--- config.mk ---
export PLATFORM = sky130hd
export DESIGN_NAME = ypcb_ram
export DESIGN_NICKNAME = d
export VERILOG_FILES = /design/src/ypcb_ram.sv
export SDC_FILE = /design/constraint.sdc
export NUM_CORES = 1
export LEC_CHECK = 0
export ABC_CLOCK_PERIOD_IN_PS = 4600
export BUFFER_PORTS_ARGS = -buffer_cell sky130_fd_sc_hd__buf_2
export CELL_PAD_IN_SITES_DETAIL_PLACEMENT = 0
export CELL_PAD_IN_SITES_GLOBAL_PLACEMENT = 1
export CORE_MARGIN = 2
export CORE_UTILIZATION = 50
export DETAILED_ROUTE_END_ITERATION = 8
export PLACE_DENSITY = 0.75
export SETUP_SLACK_MARGIN = 0.1
export SLEW_MARGIN = 15
export SYNTH_ARGS = -nofsm -noshare
export SYNTH_HDL_FRONTEND = slang
export SYNTH_SLANG_ARGS = --single-unit
export TNS_END_PERCENT = 50
--- constraint.sdc ---
create_clock -name clk -period 4.6 [get_ports clk]
set_input_delay 0.92 -clock clk [delete_from_list [all_inputs] [get_ports clk]]
set_output_delay 0.92 -clock clk [all_outputs]
set_load 0.01 [all_outputs]
--- src/ypcb_ram.sv ---
// ypcb_ram: generic single write port, dual read port ram with registered reads
// standalone, no package dependencies
module ypcb_ram #(
  parameter int WIDTH = 16,
  parameter int DEPTH = 16
) (
  input  logic                     clk,
  input  logic                     we,
  input  logic [$clog2(DEPTH)-1:0] waddr,
  input  logic [WIDTH-1:0]         wdata,
  input  logic                     re,
  input  logic [$clog2(DEPTH)-1:0] raddr_a,
  input  logic [$clog2(DEPTH)-1:0] raddr_b,
  output logic [WIDTH-1:0]         rdata_a,
  output logic [WIDTH-1:0]         rdata_b
);

  logic [WIDTH-1:0] mem [DEPTH];

  always_ff @(posedge clk) begin
    if (we) begin
      mem[waddr] <= wdata;
    end
    if (re) begin
      rdata_a <= mem[raddr_a];
      rdata_b <= mem[raddr_b];
    end
  end

endmodule

* After elaboration in Yosys (flattened, before gate mapping)
Memory sizes are Yosys's and may differ from the RTL's. A register that Yosys moved wholly into a read port is not among the register bits.
Index checks and enable logic that the tools add are counted.
** Storage, ports and cells
- Bits of input ports :: 31
- Flip-flop bits (word level) :: 0
- Memories :: 1
- Bits in latches :: 0
- Bits in read-only memories :: 0
- Word-level logic and storage cells :: 3
- RAM bits :: 256
- Output and inout bits :: 32
** Memories
- mem :: words 16, bits a word 16, read ports 2, clocked after Yosys merged registers in 2, write ports 1, line 18 : logic [WIDTH-1:0] mem [DEPTH];
** Operators by class
- Bitwise logic cells :: 0
- Divide/modulo/power cells :: 0
- Reduce and logical (&&, ||, !) cells :: 0
- $add $sub $neg :: 0
- Equal/unequal tests :: 0
- Multipliers :: 0
- Mux-type cells :: 2
- Shift operators :: 0
- Order comparisons :: 0
** Operator list (count)
- $mux W1 :: 2

* Depth between registers and ports, before layout
Gate-level depths: netlist of run 1.
- Depth in word-level cells :: 2
- Depth in mapped cells :: 5
- Mapped depth without buffers :: 3

* Least setup slack after synthesis of run 1
No wires, ideal clock.
- Kind :: input-to-reg
- Start :: in waddr[2]
- End :: mem mem[0][0], enable pin
- Cell stages on the path :: 2
- Arrival time :: 2.566 ns
- Slack :: 1.625 ns
- Cells stage by stage :: or3b_2 nor3_1
** RTL lines
- start: declaration :: line 9 : input logic [$clog2(DEPTH)-1:0] waddr,
- end: declaration :: line 18
Straight into the memory's write port.

==> impl_metrics.yaml, run 1 <==
sta:
  finalMaxSlewViolations: 0
  final.setup.tns_ns: 0
  fin_crit_sh: 0.538
  slew_headroom: 0.279
  max_freq_mhz: 404
  min_period_ns: 2.47
  setup_violations: 0
  hold_viol_final: 0
  skew_ns: 0.00694
  worst_slew_pin_slew_ns: 1.08
  rsz0062_at_grt: "false"
clock_network:
  clkSlewWorstSetupHoldPaths_ns: 0.06
  cts_resized: 0
  clock-sinks: 288
  cts-hold-fix-buffers: 0
  htreeDepth: 1
  clockBufferDepth: 3
  cts_tree: "done"
  root_buffer: "clkbuf_16"
  clk_latency_ns: 0.55
  cts_setup_buffers: 0
  cts_buffers: 30
global_routing:
  grt_pass1_wl_um: 45700
  grt_pass1_vias: 7115
  antenna_found_initial: 0
  grt_max_degree: 43
  grt_overflow: 0
  grt_use_total: 0.241
drt:
  drt_iter0_drc: 833
  routed_wirelength_um: 30900
  num_vias: 6745
  ant_nets: 0
  firstDrtPassIters: 5
  viasPerCell: 6.62
  wl_per_cell_um: 30.3
  drc: 0
floorplanning:
  die_area_sq_um: 26700
  die_h_um: 163
  core.rowCount: 58
  die_x_um: 163
  core_sq_um: 25000
  pin_count: 63
  initial_core_util: 0.507
hold_path:
  min_path_type: "in -> reg"
  min_from: "wdata[13]"
worst_setup_path:
  required_ns: 4.88
  reg2reg_from: "mem[3][1]$_DFFE_PP_"
  path_buf_inv: 2
  crit_start: "raddr_b[1]"
  slowest_stage: "buf_2"
  r2r_setup_slack_ns: 3.00
  cp-end-kind: "register"
  critical_path_arrival_ns: 2.75
  critical_path.top_delay_family: "buffers and inverters"
  startpoint_type: "primary input"
  critPathKind: "in -> reg"
  slowest_delay_ns: 0.64
  crit_chain: "buf_2 > buf_4 > mux4_1 > a22oi_1 > nand2_1"
  cp_max_fo: 29
logic_synthesis:
  ys.flop_type: "edfxtp_1"
  synth_common_cells: "edfxtp_1 (288), mux4_2 (102), a22oi_1 (64), nand2_1 (33), mux4_1 (24)"
  synth_nets: 616
  yosys.area.top_type: "edfxtp_1"
  synth.avg_cell_area_sq_um: 21.7
  synth_top_area_share: 0.682
  synth_cells: 585
  async_flop_share: 0
  synth_warnings: 0
  synth_area_sq_um: 12700
  synth.distinct_cells: 23
  ys_seq_elements: 288
  synth_edf_count: 288
  yosysSeqAreaShare: 0.682
  synth.area.top_cells: "edfxtp_1 (68%), mux4_2 (18%), mux4_1 (5.0%)"
  synth_most_common_cell: "edfxtp_1"
placed_design:
  place_inst: 964
  place.gp.congestion: 0.732
  port-buffer-count: 62
  dp_hpwl_um: 17800
outcome:
  outcome: "finished clean"
power_and_ir_drop:
  ir_drop_mv: 0.275
  leakage_uw: 0.00481
  power.density_nw_per_um2: 422
layout:
  area_growth_pct: 14.4
  diodes: 0
  layout-drive-gt1-share: 0.377
  nFillCells: 1812
  final_cells: 1019
  final_nets: 697
flow_run:
  max_cap_viol_count: 0
power breakdown:
group / switching, uW / total [uW] / internal [uW]
clock: 973 / 2700 / 1720
sequential: 27.2 / 3000 / 2970
combinational: 243 / 430 / 187
flip-flops by register name (all words and copies together) (netlist names):
signal	cells
rdata_a	16
rdata_b	16
mem	256
cell type report:
class                   count  area (sq um)  share of cell area
flip-flops and latches    288          8650               0.596
multi-input cells         255          3780               0.261
clock buffers              33           783              0.0539
repair buffers             91           558              0.0384
well taps                 330           413              0.0284
clock inverters            22           335              0.0231
layout by cell type (no fill, tap or decap), drive strengths merged, types with 4 or more instances in the layout:
| cell type | instances |
|---|---|
| a22oi | 64 |
| buf | 91 |
| bufinv | 9 |
| clkbuf | 33 |
| clkinv | 12 |
| edfxtp | 288 |
| mux4 | 128 |
| nand2 | 33 |
| nor2 | 14 |
| nor2b | 4 |
| nor3 | 4 |
worst paths after layout:
kind | to | cells after the start
setup / recovery | rdata_b[4]$_DFFE_PP_ | 5
hold / removal | mem[7][13]$_DFFE_PP_ | 1
setup reg to reg | rdata_b[1]$_DFFE_PP_ | 3
hold reg to reg | rdata_a[12]$_DFFE_PP_ | 3
cells by family (layout without fill, tap and decap cells):
kind of cell	Yosys count	in the layout	share of synthesized area
AND/OR/NAND/NOR	63	63	0.0217
buffers and inverters	42	146	0.0243
flip-flops	288	288	0.682
AO/OA/AOI/OAI	64	64	0.0379
multiplexers	128	128	0.235
per-stage QoR:
step	setup WS (ns)	utilization	instance area (sq um)	power, uW	hold WS, ns
floorplan	1.62	-	12700	3320	0.726
global placement	1.59	0.535	13400	3470	0.752
detailed placement	1.53	0.535	13400	3490	0.768
CTS	2.12	0.580	14500	6170	0.727
global route	2.03	0.580	14500	6290	0.752
finish	2.13	0.580	14500	6120	0.748
routing by layer:
layer | track usage | wire length (um) | vias up
li1 | - | - | 2746
met1 | 0.350 | 12200 | 3556
met2 | 0.389 | 15000 | 375
met3 | 0.0333 | 2940 | 68
met4 | 0.0704 | 841 | 0
met5 | 0 | 0 | -
worst register-to-register path, stage by stage (launching register included):
cell and delay, ns:
edfxtp_1 0.41, mux4_4 0.63, a22oi_1 0.22, nand2_1 0.09
No activity file was read; power rests on OpenSTA's default activity.
==> run 2, diff against run 1 <==
--- a/config.mk
+++ b/config.mk
@@ -5,14 +5,15 @@
 export SDC_FILE = /design/constraint.sdc
 export NUM_CORES = 1
 export LEC_CHECK = 0
-export ABC_CLOCK_PERIOD_IN_PS = 4600
+export ABC_AREA = 1
+export ABC_CLOCK_PERIOD_IN_PS = 2100
 export BUFFER_PORTS_ARGS = -buffer_cell sky130_fd_sc_hd__buf_2
 export CELL_PAD_IN_SITES_DETAIL_PLACEMENT = 0
 export CELL_PAD_IN_SITES_GLOBAL_PLACEMENT = 1
 export CORE_MARGIN = 2
-export CORE_UTILIZATION = 50
+export CORE_UTILIZATION = 43
 export DETAILED_ROUTE_END_ITERATION = 8
-export PLACE_DENSITY = 0.75
+export PLACE_DENSITY = 0.77
 export SETUP_SLACK_MARGIN = 0.1
 export SLEW_MARGIN = 15
 export SYNTH_ARGS = -nofsm -noshare
==> constraint.sdc (replaced) <==
create_clock -name clk -period 2.1 [get_ports clk]
set_input_delay 0.42 -clock clk [delete_from_list [all_inputs] [get_ports clk]]
set_output_delay 0.42 -clock clk [all_outputs]
set_load 0.01 [all_outputs]
==> impl_metrics.yaml, run 2 <==
outcome:
  outcome: "finished clean"
clock_network:
  clk_latency_ns: 0.51
  htreeDepth: 2
  clockBufferDepth: 3
  clock-sinks: 288
  cts_buffers: 34
  cts_tree: "done"
  clkSlewWorstSetupHoldPaths_ns: 0.05
  cts_setup_buffers: 0
  cts_resized: 0
  cts-hold-fix-buffers: 0
  root_buffer: "clkbuf_16"
logic_synthesis:
  yosysSeqAreaShare: 0.589
  synth_top_area_share: 0.589
  synth.distinct_cells: 12
  synth_edf_count: 288
  synth.area.top_cells: "edfxtp_1 (59%), nand3_1 (15%), nand2_1 (14%)"
  synth_area_sq_um: 14700
  synth_most_common_cell: "nand2_1"
  synth.avg_cell_area_sq_um: 8.77
  ys_seq_elements: 288
  synth_common_cells: "nand2_1 (549), nand3_1 (449), edfxtp_1 (288), inv_1 (262), buf_2 (43)"
  synth_nets: 1704
  yosys.area.top_type: "edfxtp_1"
  synth_warnings: 0
  ys.flop_type: "edfxtp_1"
  synth_cells: 1673
  async_flop_share: 0
placed_design:
  place_area_sq_um: 15600
  port-buffer-count: 62
  dp_hpwl_um: 25300
  place.gp.congestion: 0.825
worst_setup_path:
  r2r_cells: 6
  cp-end-kind: "output port"
  critPathKind: "reg -> out"
  critical_path.top_delay_family: "flip-flops"
  cp_max_fo: 1
  required_ns: 1.68
  slowest_stage: "edfxtp_1"
  crit_chain: "buf_2"
  slowest_delay_ns: 0.47
  startpoint_type: "register"
  r2r_end: "rdata_b[14]$_DFFE_PP_"
  critical_path_arrival_ns: 1.16
  path_buf_inv: 1
  reg2reg_from: "mem[12][14]$_DFFE_PP_"
  r2r_setup_slack_ns: 0.90
floorplanning:
  core.rowCount: 67
  die_area_sq_um: 35600
  core_sq_um: 33600
  die_h_um: 189
  die_x_um: 189
  initial_core_util: 0.437
  pin_count: 63
layout:
  stdcell_area_sq_um: 16700
  final_nets: 1752
  diodes: 0
  regMostFlops: "mem"
  layout-drive-gt1-share: 0.101
  largest_register_ffs: 256
  area_growth_pct: 13.5
  layout_commonest_cell: "nand2_1"
  top_regs: "mem: 256 flops, rdata_a: 16 flops, rdata_b: 16 flops"
  layout_common_cells: "nand2_1 (549), nand3_1 (449), edfxtp_1 (288)"
  nFillCells: 3052
hold_path:
  min_path_type: "in -> reg"
  hold_depth: 1
  whs_endpoint: "mem[9][6]$_DFFE_PP_"
  min_from: "wdata[6]"
global_routing:
  grt_pass1_wl_um: 67100
  grt_max_degree: 65
  antenna_found_initial: 2
  grt_pass1_vias: 10900
  grt_use_total: 0.250
  grt_overflow: 0
drt:
  routed_wirelength_um: 44500
  firstDrtPassIters: 8
  viasPerCell: 5.35
  drc: 0
  ant_nets: 0
  wl_per_cell_um: 20.3
  drt_iter0_drc: 1542
  num_vias: 11700
sta:
  max_freq_mhz: 634
  setup_violations: 0
  rsz0062_at_grt: "false"
  worst_slew_pin_slew_ns: 1.03
  hold_viol_final: 0
  min_period_ns: 1.58
  finalMaxSlewViolations: 0
  fin_crit_sh: 0.751
  final.setup.tns_ns: 0
  slew_headroom: 0.313
  skew_ns: 0.00969
power_and_ir_drop:
  leakage_uw: 0.00735
  power.density_nw_per_um2: 806
  ir_drop_mv: 0.541
flow_run:
  max_cap_viol_count: 0
==> run 2: changes by cell type after synthesis, sizes merged, moves of 3 or more <==
cell    delta
nand3    +448
nand2    +516
inv      +266
nor2b      -4
clkbuf     -8
nor3       -4
a22oi     -64
mux4     -128
nor2       +3
buf       +70
==> run 2: layer usage <==
metal | part of all wire | routed length (um) | GRT usage | vias up
met5 | 0.00054 | 24 | 0 | -
met4 | 0.027 | 1220 | 0.0814 | 4
met3 | 0.087 | 3880 | 0.0454 | 93
met2 | 0.46 | 20200 | 0.390 | 559
met1 | 0.43 | 19100 | 0.355 | 5505
li1 | - | - | - | 5535
==> run 2: logic make-up after synthesis <==
kind of cell | after synthesis | synth area share
buffers and inverters | 368 | 0.112
AND/OR/NAND/NOR | 1017 | 0.299
flip-flops | 288 | 0.589
==> run 2: layout make-up <==
| cell class | count | area, sq um | area share |
|---|---|---|---|
| flip-flops and latches | 288 | 8650 | 0.519 |
| multi-input cells | 1017 | 4430 | 0.266 |
| inverters | 266 | 1000 | 0.0602 |
| repair buffers | 114 | 993 | 0.0596 |
| clock buffers | 41 | 941 | 0.0565 |
| well taps | 448 | 561 | 0.0337 |
| clock inverters | 14 | 83.8 | 0.00503 |
==> run 2: how the worst max path moves through the flow <==
stage	slack, ns	cells past startpoint	end	from
2_1_floorplan	0.38	2	mem[10][0]$_DFFE_PP_	waddr[2]
3_3_place_gp	0.30	8	rdata_b[4]$_DFFE_PP_	raddr_b[0]
3_5_place_dp	0.30	4	rdata_b[4]$_DFFE_PP_	raddr_b[3]
4_1_cts	0.51	1	rdata_a[0]	rdata_a[0]$_DFFE_PP_
5_1_grt	0.51	1	rdata_a[0]	rdata_a[0]$_DFFE_PP_
6_report	0.52	1	rdata_a[6]	rdata_a[6]$_DFFE_PP_
==> run 2: power by group <==
group / switching, uW / internal (uW) / leakage [uW]
Clock: 2240 / 3270 / 0.000505
Combinational: 940 / 409 / 0.00422
Sequential: 48.9 / 6510 / 0.00263
Total: 3230 / 10200 / 0.00735
==> run 2: worst register-to-register path, delay by kind of cell (launching register included) <==
kind	cells	cell delay [ns]
buffers and inverters	1	0.11
AND/OR/NAND/NOR	5	0.46
flip-flops	1	0.37
==> run 2: metrics by stage <==
stage          utilization  std cells  setup WS (ns)  hold slack (ns)  power [uW]
6_report             0.496       2188          0.523            0.309       13400
5_1_grt              0.496       2188          0.506            0.304       13900
4_1_cts              0.496       2188          0.505            0.290       13500
3_5_place_dp         0.465       2133          0.298            0.741        8010
3_3_place_gp         0.465       2133          0.300            0.746        8000
2_1_floorplan            -       1673          0.380            0.519        7480
==> run 3, diff against run 2 <==
--- a/config.mk
+++ b/config.mk
@@ -6,7 +6,7 @@
 export NUM_CORES = 1
 export LEC_CHECK = 0
 export ABC_AREA = 1
-export ABC_CLOCK_PERIOD_IN_PS = 2100
+export ABC_CLOCK_PERIOD_IN_PS = 1300
 export BUFFER_PORTS_ARGS = -buffer_cell sky130_fd_sc_hd__buf_2
 export CELL_PAD_IN_SITES_DETAIL_PLACEMENT = 0
 export CELL_PAD_IN_SITES_GLOBAL_PLACEMENT = 1
==> constraint.sdc (replaced) <==
create_clock -name clk -period 1.3 [get_ports clk]
set_input_delay 0.26 -clock clk [delete_from_list [all_inputs] [get_ports clk]]
set_output_delay 0.26 -clock clk [all_outputs]
set_load 0.01 [all_outputs]
==> impl_metrics.yaml, run 3 (synthesized netlist as in run 2, its figures left out) <==
worst_setup_path:
  critical_path_arrival_ns: 1.18
  path_buf_inv: 1
  r2r_cells: 6
  required_ns: 1.04
  startpoint_type: "register"
  slowest_delay_ns: 0.48
  cp-end-kind: "output port"
  crit_chain: "buf_2"
  critPathKind: "reg -> out"
  slowest_stage: "edfxtp_1"
  critical_path.top_delay_family: "flip-flops"
  r2r_end: "rdata_b[10]$_DFFE_PP_"
  cp_max_fo: 1
  r2r_setup_slack_ns: 0.18
  reg2reg_from: "mem[1][10]$_DFFE_PP_"
placed_design:
  dp_hpwl_um: 27100
  pre_cts_slack_ns: -0.216
  port-buffer-count: 62
  place.gp.congestion: 0.855
  place_inst: 2169
sta:
  rsz0062_at_grt: "true"
  worst_slew_pin_slew_ns: 0.388
  fin_ws_ns: -0.143
  min_period_ns: 1.44
  fin_crit_sh: 1.11
  setup_violations: 13
  holdWs_ns: 0.128
  skew_ns: 0.0122
  hold_viol_final: 0
  finalMaxSlewViolations: 0
  slew_headroom: 0.741
  max_freq_mhz: 693
global_routing:
  grt_use_total: 0.259
  antenna_found_initial: 4
  grt_overflow: 0
  grt_pass1_vias: 11500
  grt_max_degree: 52
  grt_pass1_wl_um: 69500
drt:
  viasPerCell: 5.39
  routed_wirelength_um: 45600
  drc: 0
  firstDrtPassIters: 5
  wl_per_cell_um: 20.5
  drt_iter0_drc: 1695
  num_vias: 12000
  ant_nets: 0
clock_network:
  root_buffer: "clkbuf_16"
  cts-hold-fix-buffers: 0
  cts_buffers: 34
  htreeDepth: 2
  cts_setup_buffers: 0
  clock-sinks: 288
  clkSlewWorstSetupHoldPaths_ns: 0.06
  clockBufferDepth: 3
  cts_tree: "done"
  clk_latency_ns: 0.52
floorplanning:
  die_h_um: 189
  die_x_um: 189
  core.rowCount: 67
  core_sq_um: 33600
  initial_core_util: 0.437
  die_area_sq_um: 35600
  pin_count: 63
layout:
  nFillCells: 3008
  area_growth_pct: 18.0
  largest_register_ffs: 256
  layout-drive-gt1-share: 0.127
  final_cells: 2226
  layout_common_cells: "nand2_1 (548), nand3_1 (442), edfxtp_1 (288)"
  top_regs: "mem: 256 flops, rdata_a: 16 flops, rdata_b: 16 flops"
  final_nets: 1788
  layout_commonest_cell: "nand2_1"
  regMostFlops: "mem"
  diodes: 0
power_and_ir_drop:
  ir_drop_mv: 0.799
  pwr-share-comb: 0.109
  switching_power_uw: 5360
  p_seq_frac: 0.481
  leakage_uw: 0.00762
  intPower_uw: 16600
  clockPowerShare: 0.410
  power.density_nw_per_um2: 1270
  switching_share: 0.244
outcome:
  outcome: "finished with violations"
  violations: "negative setup slack"
hold_path:
  hold_depth: 1
  min_path_type: "in -> reg"
  whs_endpoint: "mem[1][0]$_DFFE_PP_"
  min_from: "wdata[0]"
flow_run:
  max_cap_viol_count: 0
run 3: changes by cell type in the layout (fill, tap and decap cells not counted), moves of 4 or more:
cell	before	now
clkbuf_1	4	9
buf_4	31	42
clkinv_1	9	5
nor2_4	0	8
nand3_1	449	442
buf_12	23	48
inv_1	262	257
nor2_2	16	8
nand3_2	0	7
inv_2	2	7
run 3: timing repair:
item                                   in CTS  in global routing
pin swaps                                   0                  1
endpoints found under the hold margin       0                  0
setup endpoints to repair                  32                 40
gates resized for setup                     0                 13
run 3: metal layers:
metal | vias up | share of wire | track usage
li1 | 5597 | - | -
met1 | 5660 | 0.42 | 0.365
met2 | 643 | 0.45 | 0.404
met3 | 89 | 0.099 | 0.0520
met4 | 4 | 0.026 | 0.0805
met5 | - | 0.00059 | 0
run 3: worst max-delay path by stage:
stage | endpoint | slack [ns] | start | cells past startpoint
final | rdata_a[6] | -0.14 | rdata_a[6]$_DFFE_PP_ | 1
after global routing | rdata_a[6] | -0.17 | rdata_a[6]$_DFFE_PP_ | 1
after CTS | rdata_a[6] | -0.16 | rdata_a[6]$_DFFE_PP_ | 1
after detailed placement | rdata_a[7]$_DFFE_PP_ | -0.22 | raddr_a[0] | 8
after global placement | rdata_b[6]$_DFFE_PP_ | -0.21 | raddr_b[0] | 8
after floorplan | mem[0][0]$_DFFE_PP_ | -0.07 | waddr[0] | 3
run 3: area by class of cell:
type | count | area [sq um] | area share
sequential | 288 | 8650 | 0.499
tap | 448 | 561 | 0.0324
timing repair buffer | 150 | 1580 | 0.0910
clock buffer | 44 | 910 | 0.0525
multi-input combinational | 1017 | 4500 | 0.260
inverter | 266 | 1000 | 0.0579
clock inverter | 13 | 119 | 0.00686
run 3: through the flow:
| stage | cell area (sq um) | utilization | total power, uW | setup TNS, ns |
|---|---|---|---|---|
| after floorplan | 14800 | - | 12100 | -12.48 |
| after global routing | 17300 | 0.515 | 22700 | -1.21 |
| final | 17300 | 0.515 | 22000 | -0.720 |
| after CTS | 17300 | 0.514 | 22100 | -1.02 |
| after detailed placement | 16300 | 0.484 | 13100 | -22.23 |
| after global placement | 16300 | 0.484 | 13100 | -18.86 |
run 3: power groups by stage:
stage | logic (uW) | registers [uW] | clock network (uW)
final | 2390 | 10600 | 9020
after global routing | 2600 | 10600 | 9500
after CTS | 2350 | 10600 | 9150
after detailed placement | 2340 | 10800 | 0
after global placement | 2330 | 10800 | 0
after floorplan | 1290 | 10800 | 0
